[config.mk]
export PLATFORM = sky130hd
export DESIGN_NAME = tilt_kalman_filter_top
export DESIGN_NICKNAME = d
export VERILOG_FILES = /design/src/rtl/tkf_pkg.sv /design/src/rtl/tilt_kalman_filter_top.sv
export SDC_FILE = /design/constraint.sdc
export NUM_CORES = 2
export LEC_CHECK = 0
export CAP_MARGIN = 25
export CORE_UTILIZATION = 65
export DETAILED_ROUTE_END_ITERATION = 8
export DONT_BUFFER_PORTS = 1
export PLACE_DENSITY = 0.81
export SYNTH_ARGS = -nofsm -noshare
export SYNTH_HDL_FRONTEND = slang
export SYNTH_SLANG_ARGS = --single-unit
[constraint.sdc]
create_clock -name clock -period 18.1 [get_ports clock]
set_input_delay 1.81 -clock clock [delete_from_list [all_inputs] [get_ports clock]]
set_output_delay 1.81 -clock clock [all_outputs]
set_load 0.005 [all_outputs]
[src/rtl/tkf_pkg.sv]
// Shared types and constants for the tilt Kalman filter.
// Depends on nothing; the top level imports it.
`default_nettype none
package tkf_pkg;

   // Sequencer states.
   typedef enum logic [2:0] {
      ST_IDLE,
      ST_MUL,
      ST_ACC,
      ST_DSET,
      ST_DRUN,
      ST_DEND
   } state_type;

   // Multiply-accumulate operations, in the order the sequencer runs them.
   typedef logic [3:0] op_type;
   localparam op_type OP_ANGLE_PRED = 4'd0;
   localparam op_type OP_P00_PRED   = 4'd1;
   localparam op_type OP_P01_PRED   = 4'd2;
   localparam op_type OP_P10_PRED   = 4'd3;
   localparam op_type OP_P11_PRED   = 4'd4;
   localparam op_type OP_P10_UPD    = 4'd5;
   localparam op_type OP_P11_UPD    = 4'd6;
   localparam op_type OP_P00_UPD    = 4'd7;
   localparam op_type OP_P01_UPD    = 4'd8;
   localparam op_type OP_BIAS_UPD   = 4'd9;
   localparam op_type OP_ANGLE_UPD  = 4'd10;

   // Configuration register indexes.
   typedef logic [1:0] csr_idx_type;
   localparam csr_idx_type CSR_QA = 2'd0;
   localparam csr_idx_type CSR_QB = 2'd1;
   localparam csr_idx_type CSR_R  = 2'd2;
   localparam csr_idx_type CSR_DT = 2'd3;

   // Reset values, Q2.30.
   localparam logic [30:0] QA_RESET  = 31'd1073742;
   localparam logic [30:0] QB_RESET  = 31'd3221225;
   localparam logic [30:0] R_RESET   = 31'd536870912;
   localparam logic [30:0] DT_RESET  = 31'd5368709;
   localparam logic signed [31:0] ONE_Q30 = 32'sd1073741824;

   localparam logic signed [31:0] SAT_MAX = 32'sh7FFF_FFFF;
   localparam logic signed [31:0] SAT_MIN = 32'sh8000_0000;

endpackage
`default_nettype wire

[src/rtl/tilt_kalman_filter_top.sv]
// Two-state tilt Kalman filter (angle and gyro bias) on one shared multiplier.
// Depends on tkf_pkg.
//
// Usage:
//   req channel: one transaction carries accel_angle (tdata[31:0]) and
//   gyro_rate (tdata[63:32]), both signed Q16.16.
//   rsp channel: one transaction per input, angle_estimate (tdata[31:0]) and
//   rate_estimate (tdata[63:32]), signed Q16.16, saturated.
//   csr port: write enable, 2-bit register index and 31-bit data; registers
//   are angle process noise, bias process noise, measurement noise, dt.
// Operation: the 33x33 multiplier serves eleven products, each in a multiply
// state followed by an accumulate state, and the two gains each come from a
// radix-2 restoring divider (a setup state, shift-subtract steps, an end
// state). req_tready is high only while the sequencer is idle, so the next
// item is not accepted until the previous one has been through all its steps.
// Reset (synchronous, active high) restores the register defaults, clears
// angle and bias and sets the covariance to identity.
// Stall: the result sits in an output register; a new item may be accepted
// while it waits, and the sequencer holds at its final step until that
// register is free.
`default_nettype none
module tilt_kalman_filter_top (
   input  wire                     clock,
   input  wire                     reset,
   input  wire                     req_tvalid,
   output logic                    req_tready,
   // [31:0] accel_angle, [63:32] gyro_rate
   input  wire  [63:0]             req_tdata,
   output logic                    rsp_tvalid,
   input  wire                     rsp_tready,
   // [31:0] angle_estimate, [63:32] rate_estimate
   output logic [63:0]             rsp_tdata,
   input  wire                     csr_wr_en,
   input  wire  tkf_pkg::csr_idx_type csr_index,
   input  wire  [30:0]             csr_wr_data
);
   import tkf_pkg::*;

   // Saturate a 38-bit signed value to 32 bits.
   function automatic logic signed [31:0] sat38(input logic signed [37:0] v);
      logic signed [31:0] r;
      if (v > 38'sh0_7FFF_FFFF) r = SAT_MAX;
      else if (v < -38'sh0_8000_0000) r = SAT_MIN;
      else r = v[31:0];
      return r;
   endfunction

   state_type state_ff, state_in;
   op_type    op_ff, op_in;
   logic      sel_ff, sel_in;
   logic [4:0] cnt_ff, cnt_in;

   logic [30:0] qa_ff, qb_ff, r_ff, dt_ff;
   logic signed [31:0] angle_ff, angle_in, bias_ff, bias_in;
   logic signed [31:0] p00_ff, p00_in, p01_ff, p01_in, p10_ff, p10_in, p11_ff, p11_in;
   logic signed [31:0] k0_ff, k0_in, k1_ff, k1_in;
   logic signed [31:0] accel_ff, accel_in, gyro_ff, gyro_in;
   logic signed [65:0] prod_ff, prod_in;

   logic [32:0] den_ff, den_in, rem_ff, rem_in;
   logic [31:0] numlo_ff, numlo_in, quo_ff, quo_in;
   logic        neg_ff, neg_in, ovf_ff, ovf_in, zden_ff, zden_in;

   logic        rsp_valid_ff, rsp_valid_in;
   logic [63:0] rsp_data_ff, rsp_data_in;

   // Operand selection for the current operation.
   logic signed [32:0] op_a, op_b;
   logic signed [31:0] op_base;
   logic               op_sub;
   logic signed [33:0] d0_wide;
   logic signed [31:0] d0;
   logic signed [32:0] rate_raw, err;

   always_comb begin
      d0_wide  = $signed({3'b000, qa_ff}) - 34'(p01_ff) - 34'(p10_ff);
      d0       = sat38(38'(d0_wide));
      rate_raw = 33'(gyro_ff) - 33'(bias_ff);
      err      = 33'(accel_ff) - 33'(angle_ff);
      op_a     = 33'(p11_ff);
      op_b     = $signed({2'b00, dt_ff});
      op_base  = angle_ff;
      op_sub   = 1'b0;
      case (op_ff)
         OP_ANGLE_PRED: begin op_a = rate_raw;      op_base = angle_ff; end
         OP_P00_PRED:   begin op_a = 33'(d0);       op_base = p00_ff; end
         OP_P01_PRED:   begin op_base = p01_ff; op_sub = 1'b1; end
         OP_P10_PRED:   begin op_base = p10_ff; op_sub = 1'b1; end
         OP_P11_PRED:   begin op_a = $signed({2'b00, qb_ff}); op_base = p11_ff; end
         OP_P10_UPD:    begin op_a = 33'(k1_ff); op_b = 33'(p00_ff);
                              op_base = p10_ff; op_sub = 1'b1; end
         OP_P11_UPD:    begin op_a = 33'(k1_ff); op_b = 33'(p01_ff);
                              op_base = p11_ff; op_sub = 1'b1; end
         OP_P00_UPD:    begin op_a = 33'(k0_ff); op_b = 33'(p00_ff);
                              op_base = p00_ff; op_sub = 1'b1; end
         OP_P01_UPD:    begin op_a = 33'(k0_ff); op_b = 33'(p01_ff);
                              op_base = p01_ff; op_sub = 1'b1; end
         OP_BIAS_UPD:   begin op_a = 33'(k1_ff); op_b = err; op_base = bias_ff; end
         OP_ANGLE_UPD:  begin op_a = 33'(k0_ff); op_b = err; op_base = angle_ff; end
         default: ;
      endcase
   end

   // Rescale the registered product by 2^-30 with ties away from zero,
   // then add it to or subtract it from the base and saturate.
   logic signed [65:0] rnd;
   logic signed [65:0] shr;
   logic signed [35:0] scaled;
   logic signed [37:0] acc_sum;
   logic signed [31:0] acc_res;

   always_comb begin
      rnd     = prod_ff + (prod_ff[65] ? 66'sd536870911 : 66'sd536870912);
      shr     = rnd >>> 30;
      scaled  = shr[35:0];
      acc_sum = op_sub ? (38'(op_base) - 38'(scaled)) : (38'(op_base) + 38'(scaled));
      acc_res = sat38(acc_sum);
   end

   // Divider setup and step terms.
   logic signed [31:0] div_num;
   logic signed [33:0] den_wide;
   logic [32:0]        pmag;
   logic [33:0]        div_sh;
   logic               div_ge;
   logic signed [31:0] gain_res;
   logic               out_free;

   always_comb begin
      div_num  = sel_ff ? p10_ff : p00_ff;
      den_wide = $signed({3'b000, r_ff}) + 34'(p00_ff);
      pmag     = div_num[31] ? (33'd0 - 33'(div_num)) : 33'(div_num);
      div_sh   = {rem_ff, numlo_ff[31]};
      div_ge   = div_sh >= {1'b0, den_ff};
      if (zden_ff) gain_res = 32'sd0;
      else if (ovf_ff || quo_ff[31]) gain_res = neg_ff ? SAT_MIN : SAT_MAX;
      else gain_res = neg_ff ? -$signed(quo_ff) : $signed(quo_ff);
      out_free = !rsp_valid_ff || rsp_tready;
   end

   // Sequencer next state and datapath next values.
   always_comb begin
      state_in = state_ff;  op_in = op_ff;  sel_in = sel_ff;  cnt_in = cnt_ff;
      angle_in = angle_ff;  bias_in = bias_ff;
      p00_in = p00_ff;  p01_in = p01_ff;  p10_in = p10_ff;  p11_in = p11_ff;
      k0_in = k0_ff;  k1_in = k1_ff;  accel_in = accel_ff;  gyro_in = gyro_ff;
      prod_in = prod_ff;  den_in = den_ff;  rem_in = rem_ff;
      numlo_in = numlo_ff;  quo_in = quo_ff;
      neg_in = neg_ff;  ovf_in = ovf_ff;  zden_in = zden_ff;
      rsp_valid_in = rsp_valid_ff && !rsp_tready;
      rsp_data_in  = rsp_data_ff;
      req_tready   = (state_ff == ST_IDLE);
      unique case (state_ff)
         ST_IDLE: begin
            if (req_tvalid) begin
               accel_in = $signed(req_tdata[31:0]);
               gyro_in  = $signed(req_tdata[63:32]);
               op_in    = OP_ANGLE_PRED;
               state_in = ST_MUL;
            end
         end
         ST_MUL: begin
            prod_in  = op_a * op_b;
            state_in = ST_ACC;
         end
         ST_ACC: begin
            if (op_ff != OP_ANGLE_UPD || out_free) begin
               case (op_ff) inside
                  OP_ANGLE_PRED, OP_ANGLE_UPD: angle_in = acc_res;
                  OP_P00_PRED, OP_P00_UPD:     p00_in = acc_res;
                  OP_P01_PRED, OP_P01_UPD:     p01_in = acc_res;
                  OP_P10_PRED, OP_P10_UPD:     p10_in = acc_res;
                  OP_P11_PRED, OP_P11_UPD:     p11_in = acc_res;
                  OP_BIAS_UPD:                 bias_in = acc_res;
                  default: ;
               endcase
               if (op_ff == OP_P11_PRED) begin
                  sel_in   = 1'b0;
                  state_in = ST_DSET;
               end else if (op_ff == OP_ANGLE_UPD) begin
                  rsp_valid_in = 1'b1;
                  rsp_data_in  = {sat38(38'(gyro_ff) - 38'(bias_ff)), acc_res};
                  state_in     = ST_IDLE;
               end else begin
                  op_in    = op_ff + 4'd1;
                  state_in = ST_MUL;
               end
            end
         end
         ST_DSET: begin
            zden_in  = (den_wide <= 34'sd0);
            den_in   = den_wide[32:0];
            neg_in   = div_num[31];
            ovf_in   = {2'b00, pmag} >= {den_wide[32:0], 2'b00};
            rem_in   = {2'b00, pmag[32:2]};
            numlo_in = {pmag[1:0], 30'd0};
            cnt_in   = 5'd31;
            state_in = ST_DRUN;
         end
         ST_DRUN: begin
            rem_in   = div_ge ? 33'(div_sh - {1'b0, den_ff}) : div_sh[32:0];
            numlo_in = {numlo_ff[30:0], 1'b0};
            quo_in   = {quo_ff[30:0], div_ge};
            cnt_in   = cnt_ff - 5'd1;
            if (cnt_ff == 5'd0) state_in = ST_DEND;
         end
         ST_DEND: begin
            if (!sel_ff) begin
               k0_in    = gain_res;
               sel_in   = 1'b1;
               state_in = ST_DSET;
            end else begin
               k1_in    = gain_res;
               op_in    = OP_P10_UPD;
               state_in = ST_MUL;
            end
         end
         default: state_in = ST_IDLE;
      endcase
   end

   // Control and filter state registers.
   always_ff @(posedge clock) begin
      if (reset) begin
         state_ff     <= ST_IDLE;
         op_ff        <= OP_ANGLE_PRED;
         sel_ff       <= 1'b0;
         cnt_ff       <= 5'd0;
         rsp_valid_ff <= 1'b0;
         angle_ff     <= 32'sd0;
         bias_ff      <= 32'sd0;
         p00_ff       <= ONE_Q30;
         p01_ff       <= 32'sd0;
         p10_ff       <= 32'sd0;
         p11_ff       <= ONE_Q30;
      end else begin
         state_ff     <= state_in;
         op_ff        <= op_in;
         sel_ff       <= sel_in;
         cnt_ff       <= cnt_in;
         rsp_valid_ff <= rsp_valid_in;
         angle_ff     <= angle_in;
         bias_ff      <= bias_in;
         p00_ff       <= p00_in;
         p01_ff       <= p01_in;
         p10_ff       <= p10_in;
         p11_ff       <= p11_in;
      end
   end

   // Datapath payload registers.
   always_ff @(posedge clock) begin
      k0_ff       <= k0_in;
      k1_ff       <= k1_in;
      accel_ff    <= accel_in;
      gyro_ff     <= gyro_in;
      prod_ff     <= prod_in;
      den_ff      <= den_in;
      rem_ff      <= rem_in;
      numlo_ff    <= numlo_in;
      quo_ff      <= quo_in;
      neg_ff      <= neg_in;
      ovf_ff      <= ovf_in;
      zden_ff     <= zden_in;
      rsp_data_ff <= rsp_data_in;
   end

   // Configuration registers.
   always_ff @(posedge clock) begin
      if (reset) begin
         qa_ff <= QA_RESET;
         qb_ff <= QB_RESET;
         r_ff  <= R_RESET;
         dt_ff <= DT_RESET;
      end else if (csr_wr_en) begin
         unique case (csr_index)
            CSR_QA: qa_ff <= csr_wr_data;
            CSR_QB: qb_ff <= csr_wr_data;
            CSR_R:  r_ff  <= csr_wr_data;
            CSR_DT: dt_ff <= csr_wr_data;
            default: ;
         endcase
      end
   end

   assign rsp_tvalid = rsp_valid_ff;
   assign rsp_tdata  = rsp_data_ff;

endmodule
`default_nettype wire

## Word level (Yosys, flattened, before mapping)

Cells that the tools add are included.

| storage, ports and cells | value |
|---|---|
| word-level logic and storage cells | 168 |
| output and inout bits | 66 |
| register bits after elaboration | 721 |
| input bits | 102 |

| operators by class | value |
|---|---|
| multiply operators | 1 |
| equality and inequality tests | 26 |
| order comparisons | 9 |
| mux-type cells | 41 |
| bitwise gates (word level) | 7 |
| reduce and logical (&&, ||, !) cells | 41 |
| add/sub/neg operators | 14 |

Operators with widths:

| cell | count |
|---|---|
| 2-to-1 mux 32 bit | 10 |
| case mux 33 bit (5 select lines) | 1 |
| case mux 32 bit (5 select lines) | 1 |
| subtractor 32 x 32 -> 33 bit | 4 |
| case mux 33 bit (3 select lines) | 1 |
| adder 66 x 31 -> 66 bit | 1 |
| multiplier 33 x 33 -> 66 bit | 1 |
| 2-to-1 mux 33 bit | 2 |
| case mux 33 bit (2 select lines) | 1 |
| case mux 32 bit (2 select lines) | 1 |
| greater-than comparator 38 x 32 -> 1 bit (second input constant) | 1 |
| less-than comparator 38 x 32 -> 1 bit (second input constant) | 1 |
| 2-to-1 mux 38 bit | 1 |
| adder 32 x 36 -> 37 bit | 1 |
| subtractor 32 x 36 -> 37 bit | 1 |
| greater-or-equal comparator 33 x 35 -> 1 bit | 1 |
| greater-or-equal comparator 34 x 33 -> 1 bit | 1 |
| greater-than comparator 34 x 32 -> 1 bit (second input constant) | 1 |
| less-than comparator 34 x 32 -> 1 bit (second input constant) | 1 |
| subtractor 33 x 32 -> 34 bit | 1 |
| adder 32 x 32 -> 33 bit | 1 |
| greater-than comparator 33 x 32 -> 1 bit (second input constant) | 1 |
| less-or-equal comparator 33 x 1 -> 1 bit (second input constant) | 1 |
| less-than comparator 33 x 32 -> 1 bit (second input constant) | 1 |
| other kinds (45) | 102 |

## Logic depth before layout (Yosys ltp)

| depth | value |
|---|---|
| depth after elaboration | 8 |
| gate-level depth with buffers | 53 |
| mapped depth without buffers | 51 |

## Worst setup path after synthesis

No wires, ideal clock.

| timing path | value |
|---|---|
| path type | register to register |
| start | reg p01_ff[0] |
| end | reg prod_ff[60], data pin |
| data required time | 17842 ps |
| setup time | 258 ps |
| arrival time | 11897 ps |
| clock period less this slack | 12155 ps |
| stages on the path, launching flop included | 45 |
| setup slack | 5945 ps |
| path buffers | 2 |
| path through | dfxtp_1 -> inv_1 -> fa_1 -> inv_1 -> ha_1 -> or2_2 -> fa_1 -> a21o_1 -> a21oi_1 -> nor2_1 -> o31a_1 -> a41o_1 -> a31oi_2 -> o31ai_2 -> a41oi_2 -> mux2i_1 -> o21a_1 -> o31ai_4 -> [9 not listed] -> fa_1 -> fa_1 -> inv_1 -> fa_1 -> fa_1 -> ha_1 -> and3_1 -> and2_1 -> and3_1 -> a221oi_1 -> o21ai_1 -> a41oi_1 -> o21ai_1 -> a311oi_1 -> o21a_1 -> o211ai_1 -> a21oi_1 -> xnor2_1 |

| between the ends | value |
|---|---|
| word-level cells in the longest chain between the ends | 7 |
| elaborated cells between the ends (all ways) | 9 |
| those cells by class | 2 x add/sub; 1 x mul; 2 x order compare; 4 x mux |

RTL lines:

| what | RTL line | source |
|---|---|---|
| from (decl) | tilt_kalman_filter_top.sv:55 | `logic signed [31:0] p00_ff, p00_in, p01_ff, p01_in, p10_ff, p10_in, p11_ff, p11_in;` |
| from (signal assigned) | tilt_kalman_filter_top.sv:245 | `p01_ff <= p01_in;` |
| subtractor 32 x 32 -> 33 bit | tilt_kalman_filter_top.sv:76 | `d0_wide = $signed({3'b000, qa_ff}) - 34'(p01_ff) - 34'(p10_ff);` |
| subtractor 33 x 32 -> 34 bit | tilt_kalman_filter_top.sv:76 |  |
| less-than comparator 34 x 32 -> 1 bit | tilt_kalman_filter_top.sv:43 | `else if (v < -38'sh0_8000_0000) r = SAT_MIN;` |
| 2-to-1 mux 32 bit | tilt_kalman_filter_top.sv:43 |  |
| 2-to-1 mux 32 bit | tilt_kalman_filter_top.sv:42 | `if (v > 38'sh0_7FFF_FFFF) r = SAT_MAX;` |
| case mux 33 bit (5 select lines) | tilt_kalman_filter_top.sv:84 | `case (op_ff)` |
| multiplier 33 x 33 -> 66 bit (*) | tilt_kalman_filter_top.sv:163 | `prod_in = op_a * op_b;` |
| to (signal assigned) | tilt_kalman_filter_top.sv:257 | `prod_ff <= prod_in;` |
| to (decl) | tilt_kalman_filter_top.sv:58 | `logic signed [65:0] prod_ff, prod_in;` |

Mark *: on every way between the ends. The rest lies on a longest branch, timed or not.
A chain may end at the register's enable or synchronous reset.

## Worst setup path in the final report

| timing path | value |
|---|---|
| start | reg p10_ff[0] |
| end | reg prod_ff[60], data pin |

| between the ends | value |
|---|---|
| word-level cells in the longest chain between the ends | 6 |
| elaborated cells between the ends (all ways) | 7 |
| those cells by class | 1 x add/sub; 1 x mul; 2 x order compare; 3 x mux |

RTL lines:

| what | RTL line | source |
|---|---|---|
| from (decl) | tilt_kalman_filter_top.sv:55 |  |
| from (signal assigned) | tilt_kalman_filter_top.sv:246 | `p10_ff <= p10_in;` |
| subtractor 33 x 32 -> 34 bit (*) | tilt_kalman_filter_top.sv:76 |  |
| less-than comparator 34 x 32 -> 1 bit | tilt_kalman_filter_top.sv:43 |  |
| 2-to-1 mux 32 bit | tilt_kalman_filter_top.sv:43 |  |
| 2-to-1 mux 32 bit (*) | tilt_kalman_filter_top.sv:42 |  |
| case mux 33 bit (5 select lines) (*) | tilt_kalman_filter_top.sv:84 |  |
| multiplier 33 x 33 -> 66 bit (*) | tilt_kalman_filter_top.sv:163 |  |

Marked as above.

==> qor_table.md <==
| Parameter | Reported | Unit |
| --- | --- | --- |
| Start point of the critical path | p10_ff[0] | - |
| Critical path class | reg2reg | - |
| Post-DR wirelength/cell | 28.7 | µm |
| Average cell area after synthesis | 9.12 | µm² |
| Number of cells upsized or downsized after cts | 0 | - |
| Pins over their slew limit | 0 | - |
| Hold wc startpoint | dt_ff[3] | - |
| Status | finished, final reports clean | - |
| Antenna-violating nets left | 0 | - |
| Initial antenna violation count | 26 | - |
| Final setup violation count | 0 | - |
| First-pass iteration count of the detailed router | 9 | - |
| Number of global-route vias before repair | 67586 | - |
| Ys async rst share | 0 | - |
| Die outline area | 125000 | µm² |
| Highest cell delay on the worst timing path | 0.77 | ns |
| Number of maximum-capacitance violations | 0 | - |
| Total track usage | 0.475 | - |
| Cell area after technology mapping | 80300 | µm² |
| Post-synth EDFFs | 361 | - |
| Final worst clock skew | 0.0484 | ns |
| Number of distinct library cells after synthesis | 113 | - |
| First-iteration detailed-routing DRC count | 9783 | - |
| Crit path required time | 18.56 | ns |
| Cells after synthesis | 8808 | - |
| Worst flop-to-flop path endpoint | prod_ff[60] | - |
| Maximum clock rate | 66.6 | MHz |
| Vias after detailed routing | 68159 | - |
| Total half-perimeter wirelength after legalization and detailed placement | 228000 | µm |
| Clock Path Buffers | 3 | - |
| Largest net degree at the start of global routing | 132 | - |
| Largest fanout on the critical path | 28 | - |
| Most common cell after layout, fill and taps aside | inv_1 | - |
| Min-Delay Path Depth | 2 | - |
| Final weighted congestion in routability-driven placement | 1.09 | - |
| Commonest non-fill, non-tap cells in the layout | inv_1 (1391), fa_1 (1181), nand2_1 (1029) | - |
| Post-Route Utilization | 0.696 | - |
| Final worst path period need | 15.02 | ns |
| Number of standard-cell rows in the floorplan | 128 | - |
| # H-tree levels | 3 | - |
| Clock tree from TritonCTS | yes | - |
| Fraction of final layout cells sized beyond drive strength 1 | 0.0527 | - |
| Worst slew slack as a fraction of its limit | 0.193 | - |
| Signed area change from the synthesized netlist to the final layout | 5.78 | % |
| Final nets | 10383 | - |
| Worst-Skew Late Latency | 0.74 | ns |
| CP Capture Type | flip-flop | - |
| RSZ-0062 raised after global routing | false | - |
| Worst R2R Start | p10_ff[0] | - |
| Number of buffers inserted for hold repair after clock tree synthesis | 0 | - |
| Post-route clock period utilization | 0.830 | - |
| Actual slew at the worst max-slew pin | 1.20 | ns |
| Clock sink count | 691 | - |
| Fraction of the yosys area taken by sequential cells | 0.217 | - |
| Setup crit start kind | flip-flop | - |
| Height of the die | 354 | µm |
| Die Span X | 354 | µm |
| Number of buffers created by CTS | 83 | - |
| DRC violations left | 0 | - |
| Class of the most critical hold timing path | reg2reg | - |
| Post-route setup slack | 3.08 | ns |
| Clock transition at the register clock pins on the worst setup and hold paths after CTS | 0.07 | ns |
| Yosys warns | 0 | - |
| Synth Net Count | 10577 | - |
| Synth Register Bits | 691 | - |
| Post-Route Setup TNS | 0 | ns |
| Worst-case reg-to-reg path depth | 48 | - |
| Most used cell, CP | fa_1 | - |
| Standard cell core area | 122000 | µm² |
| Flip-flop cell with the highest count after synthesis | edfxtp_1 | - |
| Termination of the worst setup path | prod_ff[60] | - |
| DRT Wirelength | 296000 | µm |
| Post-CTS setup buffer count | 0 | - |
| Pre-CTS setup slack | 3.60 | ns |
| Slack of the worst reg-to-reg path | 3.08 | ns |
| Drt via density | 6.60 | - |
| Initial Utilization | 0.657 | - |
| Global-route wire length before repair | 435000 | µm |
| Max stage delay cell, worst path | o32a_1 | - |
| CP Data Arrival Time | 15.48 | ns |
| Global route overflow | 0 | - |
| Number of hold violations in the final report | 0 | - |
| Boundary Pins | 168 | - |
| Library cell used as clock root buffer | clkbuf_16 | - |
| Number of buffer cells added on primary ports | 0 | - |
-- Yosys cell counts (28+ instances only) --
cell,n,area share
nand4_1,53,0.0041
buf_2,85,0.0053
mux2i_1,56,0.0070
clkbuf_1,295,0.014
fa_1,1182,0.29
a21o_1,149,0.014
a31oi_1,78,0.0061
o21a_1,68,0.0064
dfxtp_1,330,0.082
a22oi_1,39,0.0036
o21ai_0,397,0.025
nand2_1,1030,0.048
edfxtp_1,361,0.13
nor2_1,767,0.036
buf_1,28,0.0013
and3_1,41,0.0032
nand3_1,95,0.0059
o22a_1,33,0.0036
xor2_1,123,0.013
a21oi_1,586,0.037
o21ai_1,35,0.0022
o21bai_1,36,0.0034
and2_1,89,0.0069
xnor2_1,198,0.022
inv_1,1393,0.065
a211oi_1,60,0.0056
a222oi_1,78,0.0097
a21oi_4,31,0.0063
nand2b_1,77,0.0060
nor3_1,65,0.0040
ha_1,485,0.076
nor2b_1,77,0.0060
-- final cells by class --
type / count / area (µm²)
multi-input cells: 6298 / 56200
fillers: 9378 / 37200
flip-flops and latches: 691 / 17400
inverters: 1395 / 5240
clock buffers: 105 / 2300
well taps: 1625 / 2030
repair buffers: 145 / 1220
clock inverters: 51 / 472
diodes: 13 / 32.5
-- worst min-delay path by stage --
stage           endpoint
2_1_floorplan  qb_ff[11]
3_3_place_gp   qb_ff[14]
3_5_place_dp     r_ff[8]
4_1_cts         dt_ff[3]
5_1_grt         dt_ff[3]
6_report        dt_ff[3]
-- worst max-delay path: cells and delay by family, from the launching register on --
kind / cells / cell delay [ns]
compound gates: 20 / 6.21
buf+inv: 7 / 0.40
xor+xnor: 1 / 0.07
simple gates: 7 / 1.84
mux: 1 / 0.16
flops: 1 / 0.43
fa+ha+maj: 12 / 5.54
-- cell families (layout without fill, tap and decap cells) --
family / count (synthesis) / after routing / share of synthesized area
compound gates: 1815 / 1815 / 0.149
fa+ha+maj: 1669 / 1669 / 0.370
other cells: 1 / 14 / 0.0000467
flops: 691 / 691 / 0.217
xor+xnor: 323 / 323 / 0.0355
simple gates: 2433 / 2433 / 0.133
buf+inv: 1819 / 1696 / 0.0873
mux: 57 / 57 / 0.00712
-- per-layer routing --
metal,vias to the layer above,GRT usage,wire length [µm]
met5,-,0,243
met4,22,0.308,23500
met3,1239,0.200,46600
met2,5064,0.671,122000
met1,33371,0.600,104000
li1,28463,-,-
-- metrics by stage --
step / instance area [µm²] / cells / hold WS [ns]
6_report: 85000 / 10323 / 0.461
5_1_grt: 85000 / 10310 / 0.469
4_1_cts: 84800 / 10303 / 0.455
3_5_place_dp: 82100 / 10147 / 0.449
3_3_place_gp: 81900 / 10138 / 0.443
2_1_floorplan: 80300 / 8808 / 0.436
-- sequential cells by signal (all words and copies together) (netlist names), 33 cells and up --
| name | count |
|---|---|
| prod_ff | 66 |
| rsp_tdata | 64 |
| rem_ff | 33 |
| den_ff | 33 |
Power is not shown: default switching activity piles up to over one toggle a cycle in this logic, so the estimate is an artifact.
